===== config.mk =====
export PLATFORM = sky130hd
export DESIGN_NAME = baud_divider_search
export DESIGN_NICKNAME = d
export VERILOG_FILES = /design/src/rtl/bds_pkg.sv /design/src/rtl/bds_div.sv /design/src/rtl/baud_divider_search.sv
export SDC_FILE = /design/constraint.sdc
export NUM_CORES = 1
export LEC_CHECK = 0
export BUFFER_PORTS_ARGS = -buffer_cell sky130_fd_sc_hd__buf_2
export CORE_MARGIN = 5
export CORE_UTILIZATION = 55
export CTS_BUF_LIST = sky130_fd_sc_hd__clkbuf_2 sky130_fd_sc_hd__clkbuf_4 sky130_fd_sc_hd__clkbuf_8
export DETAILED_ROUTE_END_ITERATION = 6
export PLACE_DENSITY = 0.86
export SYNTH_ARGS = -nofsm -noshare
export SYNTH_HDL_FRONTEND = slang
export SYNTH_HIERARCHICAL = 1
export SYNTH_SLANG_ARGS = --single-unit

===== constraint.sdc =====
create_clock -name i_clk -period 18.45 [get_ports i_clk]
set_input_delay 1.845 -clock i_clk [delete_from_list [all_inputs] [get_ports i_clk]]
set_output_delay 1.845 -clock i_clk [all_outputs]
set_load 0.01 [all_outputs]

===== src/rtl/bds_pkg.sv =====
// ----------------------------------------------------------------------------
// bds_pkg
// Shared widths, divider tables and divider handshake types for the baud
// divider search block.
// ----------------------------------------------------------------------------
`default_nettype none

package bds_pkg;

    localparam int unsigned RateW  = 28;  // clock and target width
    localparam int unsigned AchW   = 26;  // achieved rate width
    localparam int unsigned DivW   = 18;  // scaler * prescaler, up to 229376
    localparam int unsigned PreW   = 2;
    localparam int unsigned ScalW  = 4;
    localparam int unsigned CandW  = PreW + ScalW;

    localparam logic [RateW-1:0] ClockReset = 28'd100000000;

    // Request into the shared divider
    typedef struct packed {
        logic             start;
        logic [RateW-1:0] dividend;
        logic [DivW-1:0]  divisor;
    } t_div_req;

    // Response from the shared divider
    typedef struct packed {
        logic             done;
        logic [RateW-1:0] quotient;
    } t_div_rsp;

    // Prescaler table: 2, 3, 5, 7
    function automatic logic [2:0] presc_val(input logic [PreW-1:0] idx);
        logic [2:0] val;
        case (idx)
            2'd0:    val = 3'd2;
            2'd1:    val = 3'd3;
            2'd2:    val = 3'd5;
            default: val = 3'd7;
        endcase
        return val;
    endfunction

    // Scaler table: 2, 4, 6, 8, then 16 doubling to 32768
    function automatic logic [15:0] scal_val(input logic [ScalW-1:0] idx);
        logic [15:0] val;
        case (idx)
            4'd0:    val = 16'd2;
            4'd1:    val = 16'd4;
            4'd2:    val = 16'd6;
            4'd3:    val = 16'd8;
            default: val = 16'd1 << idx;
        endcase
        return val;
    endfunction

endpackage

`default_nettype wire


===== src/rtl/bds_div.sv =====
// ----------------------------------------------------------------------------
// bds_div
// Restoring radix-2 divider, one quotient bit per cycle.
// ----------------------------------------------------------------------------
`default_nettype none

module bds_div (
    input  wire                 i_clk,
    input  wire                 i_rst_n,
    input  bds_pkg::t_div_req   i_req,
    output bds_pkg::t_div_rsp   o_rsp
);
    import bds_pkg::*;

    localparam int unsigned CntW = $clog2(RateW);

    logic               r_busy;
    logic               r_done;
    logic [CntW-1:0]    r_cnt;
    logic [RateW-1:0]   r_quo;
    logic [DivW-1:0]    r_rem;
    logic [DivW-1:0]    r_div;

    logic [DivW:0]      shifted;
    logic [DivW:0]      diff;
    logic               q_bit;

    // Trial subtraction of the shifted partial remainder
    always_comb begin
        shifted = {r_rem, r_quo[RateW-1]};
        diff    = shifted - {1'b0, r_div};
        q_bit   = (shifted >= {1'b0, r_div});
    end

    // Control
    always_ff @(posedge i_clk) begin
        if (!i_rst_n) begin
            r_busy <= 1'b0;
            r_done <= 1'b0;
            r_cnt  <= '0;
        end else begin
            r_done <= 1'b0;
            if (i_req.start) begin
                r_busy <= 1'b1;
                r_cnt  <= CntW'(RateW - 1);
            end else if (r_busy) begin
                r_cnt <= r_cnt - 1'b1;
                if (r_cnt == '0) begin
                    r_busy <= 1'b0;
                    r_done <= 1'b1;
                end
            end
        end
    end

    // Datapath: dividend shifts out the top, quotient bits shift in below
    always_ff @(posedge i_clk) begin
        if (i_req.start) begin
            r_quo <= i_req.dividend;
            r_rem <= '0;
            r_div <= i_req.divisor;
        end else if (r_busy) begin
            r_quo <= {r_quo[RateW-2:0], q_bit};
            r_rem <= q_bit ? diff[DivW-1:0] : shifted[DivW-1:0];
        end
    end

    assign o_rsp.done     = r_done;
    assign o_rsp.quotient = r_quo;

endmodule

`default_nettype wire


===== src/rtl/baud_divider_search.sv =====
// ----------------------------------------------------------------------------
// baud_divider_search
// Searches all 64 prescaler/scaler pairs for the rate closest to a target.
// ----------------------------------------------------------------------------
// Channel   Direction  Handshake             Payload
// input     in         i_valid / o_stall     i_target_rate
// result    out        o_valid / i_stall     o_prescaler_index, o_scaler_index,
//                                            o_achieved_rate, o_rate_error
// config    in         i_cfg_we              i_cfg_data (clock_hz)
//
// For each candidate the sequencer issues a division to the shared bit-serial
// divider, waits for its result and compares it with the best so far. o_valid
// rises when the finish state posts the best pair; the sequencer then returns
// to idle, where the next input may be accepted. The input is stalled for the
// whole search; a new transaction may enter while a result still waits on a
// stalled output, and its search then holds at the end until the output slot
// frees. Synchronous active-low reset sets clock_hz to 100000000 and clears all
// handshake state.
// ----------------------------------------------------------------------------
`default_nettype none

module baud_divider_search (
    input  wire                          i_clk,
    input  wire                          i_rst_n,
    input  wire                          i_cfg_we,
    input  wire [bds_pkg::RateW-1:0]     i_cfg_data,
    input  wire                          i_valid,
    output logic                         o_stall,
    input  wire [bds_pkg::RateW-1:0]     i_target_rate,
    output logic                         o_valid,
    input  wire                          i_stall,
    output logic [bds_pkg::PreW-1:0]     o_prescaler_index,
    output logic [bds_pkg::ScalW-1:0]    o_scaler_index,
    output logic [bds_pkg::AchW-1:0]     o_achieved_rate,
    output logic [bds_pkg::RateW-1:0]    o_rate_error
);
    import bds_pkg::*;

    typedef enum logic [1:0] {
        S_IDLE,
        S_ISSUE,
        S_WAIT,
        S_FINISH
    } t_state;

    t_state             r_state;
    logic [RateW-1:0]   r_clock_hz;
    logic [RateW-1:0]   r_target;
    logic [CandW-1:0]   r_cand;
    logic [AchW-1:0]    r_best_rate;
    logic [RateW-1:0]   r_best_err;
    logic [CandW-1:0]   r_best_cand;

    t_div_req           div_req;
    t_div_rsp           div_rsp;
    logic [AchW-1:0]    cand_rate;
    logic [RateW-1:0]   cand_err;
    logic               take;
    logic [DivW-1:0]    divisor_full;

    // Divisor for the current pair
    always_comb begin
        divisor_full     = DivW'(scal_val(r_cand[ScalW-1:0])) *
                           DivW'(presc_val(r_cand[CandW-1:ScalW]));
        div_req.start    = (r_state == S_ISSUE);
        div_req.dividend = r_clock_hz;
        div_req.divisor  = divisor_full;
    end

    bds_div u_div (
        .i_clk   (i_clk),
        .i_rst_n (i_rst_n),
        .i_req   (div_req),
        .o_rsp   (div_rsp)
    );

    // Candidate error and replace decision
    always_comb begin
        cand_rate = div_rsp.quotient[AchW-1:0];
        if (r_target < RateW'(cand_rate)) begin
            cand_err = RateW'(cand_rate) - r_target;
        end else begin
            cand_err = r_target - RateW'(cand_rate);
        end
        take = (r_best_rate == '0) || (cand_err < r_best_err);
    end

    assign o_stall = (r_state != S_IDLE);

    // Configuration register
    always_ff @(posedge i_clk) begin
        if (!i_rst_n) begin
            r_clock_hz <= ClockReset;
        end else if (i_cfg_we) begin
            r_clock_hz <= i_cfg_data;
        end
    end

    // Sequencer, best-so-far and result register
    always_ff @(posedge i_clk) begin
        if (!i_rst_n) begin
            r_state <= S_IDLE;
            o_valid <= 1'b0;
        end else begin
            // Result taken; the finish state reloads the slot itself
            if (o_valid && !i_stall && (r_state != S_FINISH)) begin
                o_valid <= 1'b0;
            end
            unique case (r_state)
                S_IDLE: begin
                    if (i_valid) begin
                        r_target    <= i_target_rate;
                        r_cand      <= '0;
                        r_best_rate <= '0;
                        r_best_err  <= '0;
                        r_best_cand <= '0;
                        r_state     <= S_ISSUE;
                    end
                end
                S_ISSUE: begin
                    r_state <= S_WAIT;
                end
                S_WAIT: begin
                    if (div_rsp.done) begin
                        if (take) begin
                            r_best_rate <= cand_rate;
                            r_best_err  <= cand_err;
                            r_best_cand <= r_cand;
                        end
                        if (r_cand == '1) begin
                            r_state <= S_FINISH;
                        end else begin
                            r_cand  <= r_cand + 1'b1;
                            r_state <= S_ISSUE;
                        end
                    end
                end
                S_FINISH: begin
                    if (!o_valid || !i_stall) begin
                        o_valid           <= 1'b1;
                        o_prescaler_index <= r_best_cand[CandW-1:ScalW];
                        o_scaler_index    <= r_best_cand[ScalW-1:0];
                        o_achieved_rate   <= r_best_rate;
                        o_rate_error      <= r_best_err;
                        r_state           <= S_IDLE;
                    end
                end
                default: r_state <= S_IDLE;
            endcase
        end
    end

endmodule

`default_nettype wire


== Word-level counts from Yosys, hierarchy flattened ==
Index checks and enable logic that the tools add are counted.

* Flip-flop bits (word level): 256
* Input bits: 61
* Output and inout bits: 62
* Word-level logic and storage cells: 102

* Add/subtract/negate cells: 5
* Multiply operators: 1
* Order comparisons: 3
* Eq/ne operators: 15
* Shift operators: 1
* Multiplexer cells: 35
* Bitwise gates (word level): 2
* Reductions and logical operators: 21

{| class="wikitable"
|+ Operators with widths
! kind !! number
|-
| two-way mux 28 bit || 6
|-
| two-way mux 26 bit || 3
|-
| one-hot mux 16 bit (4 select lines) || 1
|-
| one-hot mux 28 bit (2 select lines) || 1
|-
| one-hot mux 26 bit (2 select lines) || 1
|-
| two-way mux 6 bit || 5
|-
| < comparator 28 x 26 -> 1 bit || 1
|-
| < comparator 28 bit || 1
|-
| subtractor 26 x 28 -> 28 bit || 1
|-
| subtractor 28 x 26 -> 28 bit || 1
|-
| zero test 26 bit || 1
|-
| one-hot mux 6 bit (2 select lines) || 2
|-
| greater-or-equal comparator 19 x 18 -> 1 bit || 1
|-
| multiplier 16 x 3 -> 18 bit || 1
|-
| two-way mux 18 bit || 1
|-
| subtractor 18 bit || 1
|-
| left shift 1 x 4 -> 16 bit, first input constant || 1
|-
| two-way mux 5 bit || 2
|-
| inequality test 2 bit, second input constant || 5
|-
| AND reduction 5 bit || 2
|-
| one-hot mux 3 bit (3 select lines) || 1
|-
| AND reduction 3 bit || 3
|-
| == test 4 x 2 -> 1 bit, second input constant || 2
|-
| two-way mux 2 bit || 4
|-
| other kinds (19) || 35
|}

== Depth between registers and ports, before layout ==
Gate-level depths: netlist (run 1).

* Word-level depth: 7
* Depth in mapped cells: 23
* Gate-level depth less buffers: 22

== By module ==
The synthesis (run 1) kept the hierarchy.

{| class="wikitable"
|+ Modules (own cells, without submodules)
! module !! times used !! cells each !! area each (um^2) !! seq. area each (um^2)
|-
| baud_divider_search || 1 || 1090 || 11402.2 || 5245.0
|-
| bds_div || 1 || 329 || 3732.3 || 1881.8
|}

== Least setup slack after synthesis (run 1) ==
OpenSTA, ideal clock, no wires.

* Kind: reg-to-reg
* Start point: register u_div.r_quo[7]
* End point: register r_best_cand[0], enable pin
* Setup time: 0.499 ns
* Arrival: 7.127 ns
* Data required time: 17.951 ns
* Setup slack: 10.824 ns
* Cell stages (with the launch flop): 20
* Buffers on the path: 1
* Period minus slack after synthesis: 7.626 ns
* Cells stage by stage: edfxtp_1 -> ha_1 -> buf_6 -> and3_1 -> and3_4 -> a211oi_4 -> or4_4 -> a2111o_1 -> nand2_4 -> mux2_1 -> a21oi_1 -> xnor2_1 -> ha_1 -> a21oi_1 -> nor2b_1 -> o21ai_0 -> a21oi_1 -> a2111oi_0 -> a211oi_1 -> o22ai_1

* Longest elaborated chain between the ends: 6
* Elaborated cells between the ends (all ways): 8
* Classes of those cells: add/sub (2); order compare (2); eq/ne (1); mux (1); reduce/logical (2)

{| class="wikitable"
|+ Ends and longest elaborated chain
! item !! RTL line !! source
|-
| start: declaration || bds_div.sv:20 || <nowiki>logic [RateW-1:0] r_quo;</nowiki>
|-
| start signal: assignment || bds_div.sv:59 || <nowiki>r_quo <= i_req.dividend;</nowiki>
|-
| start signal: assignment || bds_div.sv:63 || <nowiki>r_quo <= {r_quo[RateW-2:0], q_bit};</nowiki>
|-
| subtractor 28 x 26 -> 28 bit, or another cell as far along || baud_divider_search.sv:83 || <nowiki>cand_err = r_target - RateW'(cand_rate);</nowiki>
|-
| two-way mux 28 bit (*) || baud_divider_search.sv:80 || <nowiki>if (r_target < RateW'(cand_rate)) begin</nowiki>
|-
| named net cand_err[13] || baud_divider_search.sv:57 || <nowiki>logic [RateW-1:0] cand_err;</nowiki>
|-
| < comparator 28 bit (*) || baud_divider_search.sv:85 || <nowiki>take = (r_best_rate == '0) || (cand_err < r_best_err);</nowiki>
|-
| logical OR 1 bit (*) || baud_divider_search.sv:85 ||
|-
| inequality test 2 bit (no line) (*) || n/a ||
|-
| AND reduction 5 bit (no line) (*) || n/a ||
|-
| end signal: assignment || baud_divider_search.sv:128 || <nowiki>r_best_cand <= r_cand;</nowiki>
|-
| end: declaration || baud_divider_search.sv:52 || <nowiki>logic [CandW-1:0] r_best_cand;</nowiki>
|}

Mark *: on every way through the listed nets, which the timed path passes. The rest lies on a longest branch.
A chain may end at the register's enable or synchronous reset.

== Worst setup path after layout (run 1) ==
* Start point: register u_div.r_quo[8]
* End point: register r_best_rate[13], enable pin

* Longest elaborated chain between the ends: 6
* Elaborated cells between the ends (all ways): 8
* Classes of those cells: add/sub (2); order compare (2); eq/ne (1); mux (1); reduce/logical (2)

{| class="wikitable"
|+ Ends and longest elaborated chain
! item !! RTL line !! source
|-
| subtractor 28 x 26 -> 28 bit, or another cell as far along || baud_divider_search.sv:83 ||
|-
| two-way mux 28 bit (*) || baud_divider_search.sv:80 ||
|-
| named net cand_err[13] || baud_divider_search.sv:57 ||
|-
| < comparator 28 bit (*) || baud_divider_search.sv:85 ||
|-
| logical OR 1 bit (*) || baud_divider_search.sv:85 ||
|-
| inequality test 2 bit (no line) (*) || n/a ||
|-
| AND reduction 5 bit (no line) (*) || n/a ||
|-
| end signal: assignment || baud_divider_search.sv:126 || <nowiki>r_best_rate <= cand_rate;</nowiki>
|-
| end: declaration || baud_divider_search.sv:50 || <nowiki>logic [AchW-1:0] r_best_rate;</nowiki>
|}

Marked as above.

==> impl_metrics.csv, run 1 <==
group,metric,value,unit
finish,antenna_cells_inserted,0,
global_route,global_routing_s_busiest_layer,"met2",
global_route,grt_util_met3,4.283,%
timing,finalWorstSetupSlack,12.02,ns
global_route,globalRouteTotalUtil,23.21,%
power_and_ir_drop,totalPowerFinal,1631,uW
cts,worstSkewPairLatency,0.54,ns
place,place.port_buffers,122,
synth,netlist_area,15130,um^2
timing,maxSlewViolCount,0,
worst_hold_path,hold_crit_class,"register to register",
finish,area.growth.synth_to_final,11.19,%
global_route,antenna_violations_before_repair,2,
die,placeableCoreArea,27030,um^2
finish,mostFrequentLayoutCells,"200 x sky130_fd_sc_hd__edfxtp_1, 151 x sky130_fd_sc_hd__inv_1, 122 x sky130_fd_sc_hd__ha_1, 122 x sky130_fd_sc_hd__buf_2, 115 x sky130_fd_sc_hd__nor2_1",
cts,postCtsSetupRepairBufs,0,
power_and_ir_drop,power.static_leakage,0.007344,uW
timing,max_freq,155.5,MHz
die,placementRows,60,
cts,clk_pin_slew,0.06,ns
timing,finalCritPeriodShare,34.85,%
die,die_x,175.9,um
synth,number_of_flops_mapped_to_enable_cells_by_yosys,200,
route,drt-wirelength-per-cell,18.92,um
cts,cts-buffers-inserted,42,
die,fp.dieArea,30940,um^2
worst_setup_path,crit_path_max_fanout,45,
place,hpwlAfterDp,27.06,mm
timing,max-slew-margin-rel,19.76,%
timing,worst_pin_slew,1.202,ns
cts,quantity_of_gates_resized_following_cts,0,
die,die_height,175.9,um
route,drtPass1Iterations,5,
global_route,pin_count_of_the_biggest_net_entering_global_routing,61,
finish,layout.cells.most_common,"sky130_fd_sc_hd__edfxtp_1",
power_and_ir_drop,power_density,96.91,nW/um^2
global_route,first_global_vias,11050,
finish,finalCoreUtilization,62.27,%
timing,finalCriticalPeriod,6.430,ns
cts,holdBufCountCts,0,
synth,synth.distinct_cells,80,
synth,ys_seq_area_share,47.09,%
worst_setup_path,setup.worst_path.class,"register to register",
timing,finalSetupViolCount,0,
finish,drive_gt1_share,16.26,%
route,vias_per_cell,5.762,
worst_setup_path,r2r_slack,12.02,ns
global_route,grt_overflow_total,0,
worst_setup_path,timing.critical_path.arrival,6.59,ns
worst_setup_path,timing.critical_path.from_type,"register",
job,drv_cap,0,
timing,hold_viol_final,0,
finish,n_fill_cell,2193,
place,finalWeightedCongestion,0.9405,
die,floorplan.initialDensity,56.00,%
worst_setup_path,r2r_cells,19,
worst_setup_path,critical_path.reg2reg.endpoint,"r_best_rate[13]",
global_route,grt_first_pass_wirelength,57.66,mm
global_route,global_route_track_usage_on_met2,39.65,%
worst_setup_path,rr_startpoint,"u_div/r_quo[8]",
cts,clock_sinks,256,
cts,cts_tree,"yes",
worst_setup_path,cp_data_required_time,18.61,ns
cts,cts-root-to-sink-buffers,3,
place,place_inst,1829,
route,drt-total-wl,36.00,mm
outcome,outcome,"completed",
global_route,grt_util_met1,29.82,%
route,vias,10970,
place,dp_worst_setup_slack,12.11,ns
synth,asyncSetResetFlopFracSynth,0,%
timing,rsz_0062_raised_after_global_routing,"no",
synth,ys_seq_elements,256,
timing,final.setup_skew,0.02559,ns
route,detail-route-antenna-nets,0,
synth,ys.flop_type,"sky130_fd_sc_hd__edfxtp_1",
power_and_ir_drop,max-vdd-ir-drop,0.00008704,V
synth,per_instance_average_area_after_synthesis,10.67,um^2
die,num_io_pins,123,
cts,depth_of_the_cts_h_tree,2,
worst_setup_path,end_kind,"register",
finish,final_nets,1733,
route,dr.first_iter.drc_count,817,
worst_setup_path,crit_start,"u_div/r_quo[8]",
timing,finalSetupTns,0,ns
route,remaining_drc_errors,0,
worst_setup_path,critical_path.endpoint,"r_best_rate[13]",
synth,syn-instance-count,1419,
worst_hold_path,holdCritStartpoint,"r_best_cand[3]",
finish,final-instance-count-excl-fill,1903,
synth,yosys_warnings,6,
cts,clock-root-buffer,"sky130_fd_sc_hd__clkbuf_8",
-- synth_stat cells (7+ instances only) --
master / instances / area [um^2]
sky130_fd_sc_hd__a211oi_1: 15 / 112.6
sky130_fd_sc_hd__nor3_1: 16 / 80.08
sky130_fd_sc_hd__nand2_1: 77 / 289.0
sky130_fd_sc_hd__o21a_1: 11 / 82.58
sky130_fd_sc_hd__nor2_1: 116 / 435.4
sky130_fd_sc_hd__nand4_1: 10 / 62.56
sky130_fd_sc_hd__clkbuf_1: 45 / 168.9
sky130_fd_sc_hd__o31ai_1: 12 / 90.09
sky130_fd_sc_hd__inv_1: 151 / 566.8
sky130_fd_sc_hd__edfxtp_1: 200 / 6006
sky130_fd_sc_hd__nor4_1: 7 / 43.79
sky130_fd_sc_hd__mux2i_1: 60 / 600.6
sky130_fd_sc_hd__o21bai_1: 10 / 75.07
sky130_fd_sc_hd__nand2b_1: 15 / 93.84
sky130_fd_sc_hd__a21o_1: 33 / 247.7
sky130_fd_sc_hd__mux2_2: 29 / 326.6
sky130_fd_sc_hd__nor2b_1: 33 / 206.5
sky130_fd_sc_hd__o21ai_0: 37 / 185.2
sky130_fd_sc_hd__a21oi_1: 91 / 455.4
sky130_fd_sc_hd__dfxtp_1: 56 / 1121
sky130_fd_sc_hd__ha_1: 122 / 1526
sky130_fd_sc_hd__nand3_1: 50 / 250.2
sky130_fd_sc_hd__and2_1: 31 / 193.9
sky130_fd_sc_hd__fa_1: 18 / 360.4
sky130_fd_sc_hd__xnor2_1: 40 / 350.3
sky130_fd_sc_hd__xor2_1: 23 / 201.4
-- worst max-delay path: stages, from the launching register on --
cell	delay (ns)
sky130_fd_sc_hd__edfxtp_1	0.42
sky130_fd_sc_hd__ha_1	0.53
sky130_fd_sc_hd__and3_1	0.27
sky130_fd_sc_hd__a221o_1	0.24
sky130_fd_sc_hd__a211oi_4	0.08
sky130_fd_sc_hd__or4_4	0.53
sky130_fd_sc_hd__a2111o_1	0.51
sky130_fd_sc_hd__nand2_4	0.26
sky130_fd_sc_hd__mux2_1	0.36
sky130_fd_sc_hd__a21oi_1	0.22
sky130_fd_sc_hd__xnor2_1	0.16
sky130_fd_sc_hd__ha_1	0.26
sky130_fd_sc_hd__a21oi_1	0.15
sky130_fd_sc_hd__nor2b_1	0.06
sky130_fd_sc_hd__o21ai_0	0.18
sky130_fd_sc_hd__a21oi_1	0.09
sky130_fd_sc_hd__a2111oi_0	0.35
sky130_fd_sc_hd__a211oi_1	0.18
sky130_fd_sc_hd__o22ai_4	0.58
sky130_fd_sc_hd__buf_4	0.60
-- final cells by class --
cell class / count / area [um^2] / share of cell area (%)
clock buffers: 57 / 715.7 / 4.253
well taps: 341 / 426.7 / 2.535
flip-flops and latches: 256 / 7127 / 42.35
multi-input cells: 952 / 7202 / 42.80
clock inverters: 17 / 127.6 / 0.7584
repair buffers: 129 / 663.1 / 3.941
inverters: 151 / 566.8 / 3.368
-- per-layer routing --
layer,share of wire (%),vias to the layer above
li1,-,5248
met1,42,5276
met2,48,351
met3,6.1,86
met4,3.6,4
met5,0.075,-
-- worst min-delay path by stage --
| stage | cells after the start | end |
|---|---|---|
| finish | 0 | o_scaler_index[3] |
| global route | 0 | o_scaler_index[3] |
| CTS | 0 | o_scaler_index[3] |
| detailed placement | 0 | o_scaler_index[3] |
| global placement | 0 | o_prescaler_index[1] |
| floorplan | 0 | o_prescaler_index[0] |
-- stage by stage --
| step | hold WS (ns) | cell area (um^2) |
|---|---|---|
| finish | 0.4149 | 16830 |
| global route | 0.4389 | 16830 |
| CTS | 0.4153 | 16830 |
| detailed placement | 0.4045 | 15990 |
| global placement | 0.4053 | 15990 |
| floorplan | 0.4003 | 15140 |
-- cell families after synthesis --
| group | after synthesis | synth area share [%] |
|---|---|---|
| AND/OR/NAND/NOR | 382 | 12.35 |
| AO/OA/AOI/OAI | 272 | 12.44 |
| flip-flops | 256 | 47.09 |
| buffers and inverters | 212 | 5.580 |
| adder cells (fa/ha/maj) | 140 | 12.47 |
| multiplexers | 92 | 6.374 |
| XOR/XNOR | 63 | 3.646 |
| other | 2 | 0.04962 |
-- sequential cells by signal, summed over array words and instances, names as in the netlist, 2 cells and up --
signal	flops
r_state	2
u_div/r_rem	18
r_target	28
r_best_rate	26
o_prescaler_index	2
o_scaler_index	4
r_best_cand	6
o_rate_error	28
r_best_err	28
o_achieved_rate	26
u_div/r_quo	28
r_cand	6
u_div/r_div	18
r_clock_hz	28
u_div/r_cnt	5
-- power breakdown --
group	switching (uW)	internal, uW	total, uW
Clock	222	279	501
Combinational	248	168	416
Sequential	33.4	680	713
Total	503	1130	1630
No activity file was read; power rests on OpenSTA's default activity.
==> run 2: changes to the inputs <==
Settings changed: ABC_AREA from default to 1.
Clock period 18.45 ns to 6.3 ns, I/O delays scaled along.
==> run 2 against run 1 <==
Sequential share of layout area fell by 4.3 points; synthesized cell count rose by 53%; flip-flop and latch count did not move; synthesized area rose by 12%; clock power rose to 2.9 times the previous value; critical path type unchanged; critical endpoint is now r_best_rate[8].
==> impl_metrics.csv, run 2 <==
group,metric,value,unit
outcome,outcome,"completed",
finish,multi_input_comb_area,8068,um^2
cts,clock_sinks,256,
global_route,globalRouteTotalUtil,25.94,%
global_route,pin_count_of_the_biggest_net_entering_global_routing,61,
cts,worstSkewPairLatency,0.58,ns
die,floorplan.initialDensity,55.52,%
cts,cts_tree,"yes",
synth,synth_area_leaders,"sky130_fd_sc_hd__edfxtp_1 35%, sky130_fd_sc_hd__nand2_1 15%, sky130_fd_sc_hd__ha_1 9.0%, sky130_fd_sc_hd__inv_1 8.3%, sky130_fd_sc_hd__dfxtp_1 6.6%",
power_and_ir_drop,max-vdd-ir-drop,0.0002018,V
worst_setup_path,end_kind,"register",
worst_setup_path,worst_path_most_repeated_cell,"sky130_fd_sc_hd__inv_1",
synth,yosys_warnings,6,
power_and_ir_drop,clockPowerShare,32.6,%
cts,postCtsSetupRepairBufs,0,
route,remaining_drc_errors,0,
power_and_ir_drop,switching_share,32.21,%
worst_setup_path,critPathMaxStageDelay,0.52,ns
route,drtPass1Iterations,5,
place,place.port_buffers,122,
power_and_ir_drop,power.static_leakage,0.009433,uW
cts,holdBufCountCts,0,
cts,clk_pin_slew,0.07,ns
worst_setup_path,rr_startpoint,"r_target[0]",
synth,simple_gate_share_of_the_synthesized_area,27.93,%
route,detail-route-antenna-nets,0,
route,vias,14350,
cts,depth_of_the_cts_h_tree,2,
worst_setup_path,crit_start,"r_target[0]",
finish,finalCoreUtilization,61.31,%
timing,finalSetupViolCount,0,
global_route,grt_overflow_total,0,
cts,clock-root-buffer,"sky130_fd_sc_hd__clkbuf_8",
power_and_ir_drop,combPwrFrac,23.5,%
worst_setup_path,timing.critical_path.from_type,"register",
synth,synth.distinct_cells,51,
synth,number_of_flops_mapped_to_enable_cells_by_yosys,200,
place,finalWeightedCongestion,0.9887,
synth,synth_compound_area_share,5.710,%
power_and_ir_drop,power_density,240.7,nW/um^2
job,drv_cap,0,
worst_setup_path,timing.critical_path.arrival,5.01,ns
power_and_ir_drop,p_seq_share,44.0,%
synth,xor_xnor_fraction_of_synth_area,2.586,%
die,num_io_pins,123,
worst_setup_path,setup.worst_path.class,"register to register",
synth,ys_seq_area_share,42.08,%
finish,layout.cells.most_common,"sky130_fd_sc_hd__nand2_1",
finish,area.growth.synth_to_final,10.45,%
synth,post_synth_fa_ha_maj_area_fraction,11.14,%
die,fp.dieArea,34400,um^2
worst_hold_path,holdCritStartpoint,"i_target_rate[2]",
global_route,antenna_violations_before_repair,1,
worst_setup_path,cp_data_required_time,6.56,ns
finish,drive_gt1_share,14.13,%
die,placeableCoreArea,30510,um^2
synth,synthTopCellsByCount,"659 x sky130_fd_sc_hd__nand2_1, 376 x sky130_fd_sc_hd__inv_1, 200 x sky130_fd_sc_hd__edfxtp_1",
synth,ys_seq_elements,256,
finish,n_fill_cell,2614,
synth,per_instance_average_area_after_synthesis,7.820,um^2
cts,quantity_of_gates_resized_following_cts,0,
die,die_height,185.5,um
die,die_x,185.5,um
timing,finalCritPeriodShare,75.43,%
timing,rsz_0062_raised_after_global_routing,"no",
synth,syn-instance-count,2166,
route,vias_per_cell,5.283,
timing,max_freq,210.4,MHz
finish,mostFrequentLayoutCells,"658 x sky130_fd_sc_hd__nand2_1, 375 x sky130_fd_sc_hd__inv_1, 200 x sky130_fd_sc_hd__edfxtp_1",
finish,final_nets,2495,
route,drt-wirelength-per-cell,16.28,um
synth,yosys-mux-area-fraction,0,%
synth,yosys.area.top_type_share,35.46,%
worst_setup_path,crit_family,"simple AND/OR/NAND/NOR gates",
worst_setup_path,critical_path.slowest_cell,"sky130_fd_sc_hd__a21oi_4",
power_and_ir_drop,power.switching,1450,uW
worst_setup_path,buffers_inverters_on_critical_path,7,
cts,cts-root-to-sink-buffers,3,
global_route,grt_first_pass_wirelength,71.56,mm
timing,max-slew-margin-rel,34.47,%
timing,finalSetupTns,0,ns
die,placementRows,64,
worst_hold_path,hold_crit_class,"input pin to register",
finish,final-instance-count-excl-fill,2717,
synth,synth_top_family_by_area,"simple AND/OR/NAND/NOR gates",
timing,worst_pin_slew,0.9794,ns
synth,asyncSetResetFlopFracSynth,0,%
synth,synth.largest_area_cell,"sky130_fd_sc_hd__edfxtp_1",
finish,sequential_cell_area,7127,um^2
timing,hold_viol_final,0,
synth,netlist_area,16940,um^2
route,drt-total-wl,44.23,mm
timing,finalCriticalPeriod,4.752,ns
timing,maxSlewViolCount,0,
cts,cts-buffers-inserted,42,
global_route,first_global_vias,14200,
place,hpwlAfterDp,34.67,mm
route,dr.first_iter.drc_count,1232,
place,place_inst,2646,
finish,antenna_cells_inserted,0,
timing,final.setup_skew,0.04199,ns
power_and_ir_drop,cellInternalPower,3053,uW
synth,ys.flop_type,"sky130_fd_sc_hd__edfxtp_1",
worst_setup_path,crit_path_max_fanout,44,
synth,yosysMostFrequentCell,"sky130_fd_sc_hd__nand2_1",
[run 2: worst reg2reg max path: stages (launching register included)]
cell and delay, ns:
sky130_fd_sc_hd__edfxtp_1 0.40, sky130_fd_sc_hd__inv_1 0.08, sky130_fd_sc_hd__ha_1 0.14, sky130_fd_sc_hd__inv_1 0.08, sky130_fd_sc_hd__fa_1 0.44, sky130_fd_sc_hd__nand2_1 0.12, sky130_fd_sc_hd__nand3_2 0.10, sky130_fd_sc_hd__nand2_2 0.09
sky130_fd_sc_hd__nand3_4 0.07, sky130_fd_sc_hd__nand3_2 0.07, sky130_fd_sc_hd__inv_2 0.05, sky130_fd_sc_hd__nor2_4 0.20, sky130_fd_sc_hd__buf_4 0.35, sky130_fd_sc_hd__nand2_2 0.09, sky130_fd_sc_hd__nand2_2 0.08, sky130_fd_sc_hd__inv_1 0.04
sky130_fd_sc_hd__ha_1 0.28, sky130_fd_sc_hd__nand2_1 0.06, sky130_fd_sc_hd__inv_1 0.03, sky130_fd_sc_hd__o21ai_0 0.17, sky130_fd_sc_hd__a21oi_1 0.08, sky130_fd_sc_hd__or2_2 0.27, sky130_fd_sc_hd__a21oi_1 0.12, sky130_fd_sc_hd__nand2_1 0.12
sky130_fd_sc_hd__a21oi_4 0.52, sky130_fd_sc_hd__buf_12 0.32
[run 2: layer usage]
metal	routed length (um)	vias to the layer above	GRT usage, %
li1	-	7058	-
met1	19340	6631	36.10
met2	20450	589	42.57
met3	3492	74	4.436
met4	930	2	6.577
met5	17	-	0
[run 2: power by group through the flow]
stage / clock, uW / sequential [uW] / combinational [uW]
6_report: 1470 / 1980 / 1060
4_1_cts: 1500 / 1980 / 1040
5_1_grt: 1580 / 1990 / 1180
2_1_floorplan: 0 / 2000 / 765
3_3_place_gp: 0 / 2010 / 996
3_5_place_dp: 0 / 2010 / 1030
[run 2: layout make-up]
type                            instances  share of cell area, %
Sequential cell                       256                  38.10
Clock buffer                           56                  3.819
Tap cell                              396                  2.649
Inverter                              394                  7.946
Clock inverter                         15                 0.6689
Multi-Input combinational cell       1469                  43.13
Timing Repair Buffer                  131                  3.692
[run 2: final timing paths]
path / end / slack, ns / cells after the start
worst max-delay path: r_best_rate[8] / 1.55 / 25
worst min-delay path: r_target[2] / 0.22 / 1
worst max register to register: r_best_rate[8] / 1.55 / 25
worst min register to register: o_rate_error[18] / 0.43 / 0
[run 2: cell families after synthesis]
group / count (synthesis)
xor gates and xnor gates: 50
DFF: 256
AOI/OAI and AO/OA: 178
and+or+nand+nor: 1098
adders and majority gates: 140
other: 2
buffers and inverters: 442
[run 2: through the flow]
stage / hold WS, ns / area, um^2 / setup slack (ns) / power (uW)
floorplan: 0.4003 / 16950 / 1.107 / 2761
global route: 0.1917 / 18710 / 1.182 / 4752
CTS: 0.1974 / 18710 / 1.559 / 4516
global placement: 0.4306 / 17870 / 1.698 / 3004
detailed placement: 0.4063 / 17870 / 1.594 / 3047
finish: 0.2222 / 18710 / 1.548 / 4504
==> run 3: changes to the inputs <==
Settings changed: PLACE_DENSITY 0.86 to 0.89.
Clock period 6.3 ns to 3.95 ns, I/O delays scaled along.
==> run 3 against run 2 <==
The run now ends with DRC, setup timing left; flip-flop and latch count unchanged; count of clock-buffer cells in the layout rose by 7; non-clock buffer count increased by 90; sequential share of layout area decreased by 2.8 points; die area did not move; register-to-register slack worse by 1.6 ns; final area is 7.8% higher; clock power grew 77%; setup slack worse by 1.6 ns; largest cell class unchanged.
==> impl_metrics.csv, run 3 (synthesis gave the netlist of run 2 again) <==
group,metric,value,unit
outcome,outcome,"finished with violations",
outcome,failing_checks,"DRC, setup timing",
worst_setup_path,crit_path_max_fanout,8,
worst_setup_path,critical_path.slowest_cell,"sky130_fd_sc_hd__edfxtp_1",
timing,finalSetupViolCount,43,
timing,maxSlewViolCount,0,
global_route,grt_overflow_total,0,
finish,layout.cells.most_common,"sky130_fd_sc_hd__nand2_1",
worst_setup_path,setup.worst_path.class,"register to register",
die,die_x,185.5,um
route,drt-wirelength-per-cell,17.47,um
worst_setup_path,critPathMaxStageDelay,0.48,ns
cts,depth_of_the_cts_h_tree,2,
global_route,pin_count_of_the_biggest_net_entering_global_routing,37,
worst_setup_path,buffers_inverters_on_critical_path,9,
finish,final_nets,2587,
cts,cts-root-to-sink-buffers,3,
global_route,antenna_violations_before_repair,0,
worst_setup_path,timing.critical_path.arrival,4.24,ns
global_route,grt_util_met3,4.553,%
place,place_inst,2698,
finish,n_fill_cell,2383,
timing,finalWorstSetupSlack,-0.03609,ns
finish,drive_gt1_share,21.26,%
worst_setup_path,timing.critical_path.from_type,"register",
timing,max_freq,250.9,MHz
die,num_io_pins,123,
cts,clock-root-buffer,"sky130_fd_sc_hd__clkbuf_8",
worst_setup_path,crit_start,"u_div/r_quo[0]",
worst_setup_path,cp_data_required_time,4.21,ns
power_and_ir_drop,power_density,388.5,nW/um^2
timing,rsz_0062_raised_after_global_routing,"yes",
timing,finalCritPeriodShare,100.9,%
global_route,globalRouteTotalUtil,27.44,%
timing,final.setup_skew,0.03835,ns
cts,cts-buffers-inserted,43,
timing,worst_pin_slew,1.155,ns
die,placeableCoreArea,30510,um^2
place,hpwlAfterDp,36.22,mm
die,placementRows,64,
route,dr.first_iter.drc_count,1572,
worst_hold_path,hold_crit_class,"input pin to register",
worst_setup_path,end_kind,"register",
finish,area.growth.synth_to_final,19.07,%
power_and_ir_drop,max-vdd-ir-drop,0.0003892,V
global_route,grt_util_met1,37.76,%
cts,cts_tree,"yes",
route,vias,15280,
worst_setup_path,rr_startpoint,"u_div/r_quo[0]",
route,drtPass1Iterations,7,
worst_setup_path,crit_family,"simple AND/OR/NAND/NOR gates",
place,place.port_buffers,122,
worst_setup_path,worst_path_most_repeated_cell,"sky130_fd_sc_hd__nand2_2",
power_and_ir_drop,power.static_leakage,0.009967,uW
finish,mostFrequentLayoutCells,"632 x sky130_fd_sc_hd__nand2_1, 369 x sky130_fd_sc_hd__inv_1, 200 x sky130_fd_sc_hd__edfxtp_1",
cts,clock_sinks,256,
timing,hold_viol_final,0,
route,detail-route-antenna-nets,0,
cts,worstSkewPairLatency,0.58,ns
die,fp.dieArea,34400,um^2
job,drv_cap,0,
route,drt-total-wl,49.16,mm
route,remaining_drc_errors,1,
die,floorplan.initialDensity,55.52,%
worst_hold_path,holdCritStartpoint,"i_target_rate[13]",
timing,hold_ws,0.02116,ns
die,die_height,185.5,um
global_route,global_route_track_usage_on_met2,45.33,%
finish,final-instance-count-excl-fill,2814,
global_route,global_routing_s_busiest_layer,"met2",
finish,finalCoreUtilization,66.10,%
global_route,grt_first_pass_wirelength,75.02,mm
timing,finalCriticalPeriod,3.986,ns
place,finalWeightedCongestion,1.031,
finish,antenna_cells_inserted,0,
global_route,first_global_vias,14680,
timing,max-slew-margin-rel,22.89,%
route,vias_per_cell,5.429,
cts,clk_pin_slew,0.06,ns
[run 3: per-stage QoR]
| stage | setup TNS [ns] | total power (uW) | setup slack [ns] | cell area (um^2) |
|---|---|---|---|---|
| detailed placement | -7.402 | 4965 | -0.1530 | 18280 |
| finish | -0.3886 | 7834 | -0.03609 | 20170 |
| global route | -10.16 | 8202 | -0.1943 | 20170 |
| CTS | 0 | 7581 | 0.01719 | 19470 |
| floorplan | -24.13 | 4409 | -0.4022 | 16960 |
| global placement | -3.671 | 4886 | -0.08188 | 18280 |
[run 3: routing by layer]
| metal | up-vias | part of all wire (%) |
|---|---|---|
| met5 | - | 0 |
| met2 | 775 | 47 |
| met3 | 125 | 9.7 |
| li1 | 7255 | - |
| met4 | 0 | 2.6 |
| met1 | 7122 | 40 |
[run 3: repair_timing]
item | CTS | global route
endpoints found under the setup margin | 60 | 66
setup buffers | 9 | 17
endpoints found under the hold margin | 8 | 0
resized for setup | 14 | 122
cloned | 1 | 5
hold buffers | 8 | 0
pin swaps | 2 | 13
[run 3: worst register-to-register path, stage by stage (launching register included)]
cell and delay, ns:
sky130_fd_sc_hd__edfxtp_1 0.48, sky130_fd_sc_hd__ha_4 0.19, sky130_fd_sc_hd__inv_4 0.04, sky130_fd_sc_hd__fa_2 0.36
sky130_fd_sc_hd__nand2_2 0.07, sky130_fd_sc_hd__nand3_2 0.08, sky130_fd_sc_hd__nand2_2 0.10, sky130_fd_sc_hd__nand3_4 0.08
sky130_fd_sc_hd__nand3_2 0.07, sky130_fd_sc_hd__inv_2 0.04, sky130_fd_sc_hd__nor2_4 0.22, sky130_fd_sc_hd__clkinv_4 0.13
sky130_fd_sc_hd__buf_12 0.15, sky130_fd_sc_hd__buf_8 0.13, sky130_fd_sc_hd__buf_6 0.11, sky130_fd_sc_hd__nand2_2 0.05
sky130_fd_sc_hd__nand2_2 0.06, sky130_fd_sc_hd__inv_2 0.07, sky130_fd_sc_hd__ha_4 0.19, sky130_fd_sc_hd__nand4_1 0.11
sky130_fd_sc_hd__a21oi_2 0.05, sky130_fd_sc_hd__nor2_1 0.11, sky130_fd_sc_hd__nand2_2 0.08, sky130_fd_sc_hd__nand2_2 0.06
sky130_fd_sc_hd__nand2_2 0.07, sky130_fd_sc_hd__a21oi_4 0.18, sky130_fd_sc_hd__buf_12 0.19, sky130_fd_sc_hd__buf_6 0.18
[run 3: power by group]
part           internal (uW)  leakage, uW  switching (uW)
sequential              3070      0.00233            96.7
combinational            756      0.00715            1310
clock                   1490     0.000493            1110
total                   5320      0.00997            2520
[run 3: layout make-up]
class,count,area [um^2],share of cell area (%)
sequential,256,7127,35.34
tap,396,495.5,2.457
timing repair buffer,221,1535,7.613
clock buffer,63,792.0,3.927
inverter,394,1494,7.408
multi-input combinational,1469,8558,42.44
timing repair inverter,1,6.256,0.03102
clock inverter,14,158.9,0.7879
[run 3: worst paths after layout]
kind | end | slack (ns) | cells after the start
setup / recovery | r_best_err[23] | -0.04 | 27
hold / removal | r_target[13] | 0.02 | 1
setup reg to reg | r_best_err[23] | -0.04 | 27
hold reg to reg | o_prescaler_index[0] | 0.41 | 0
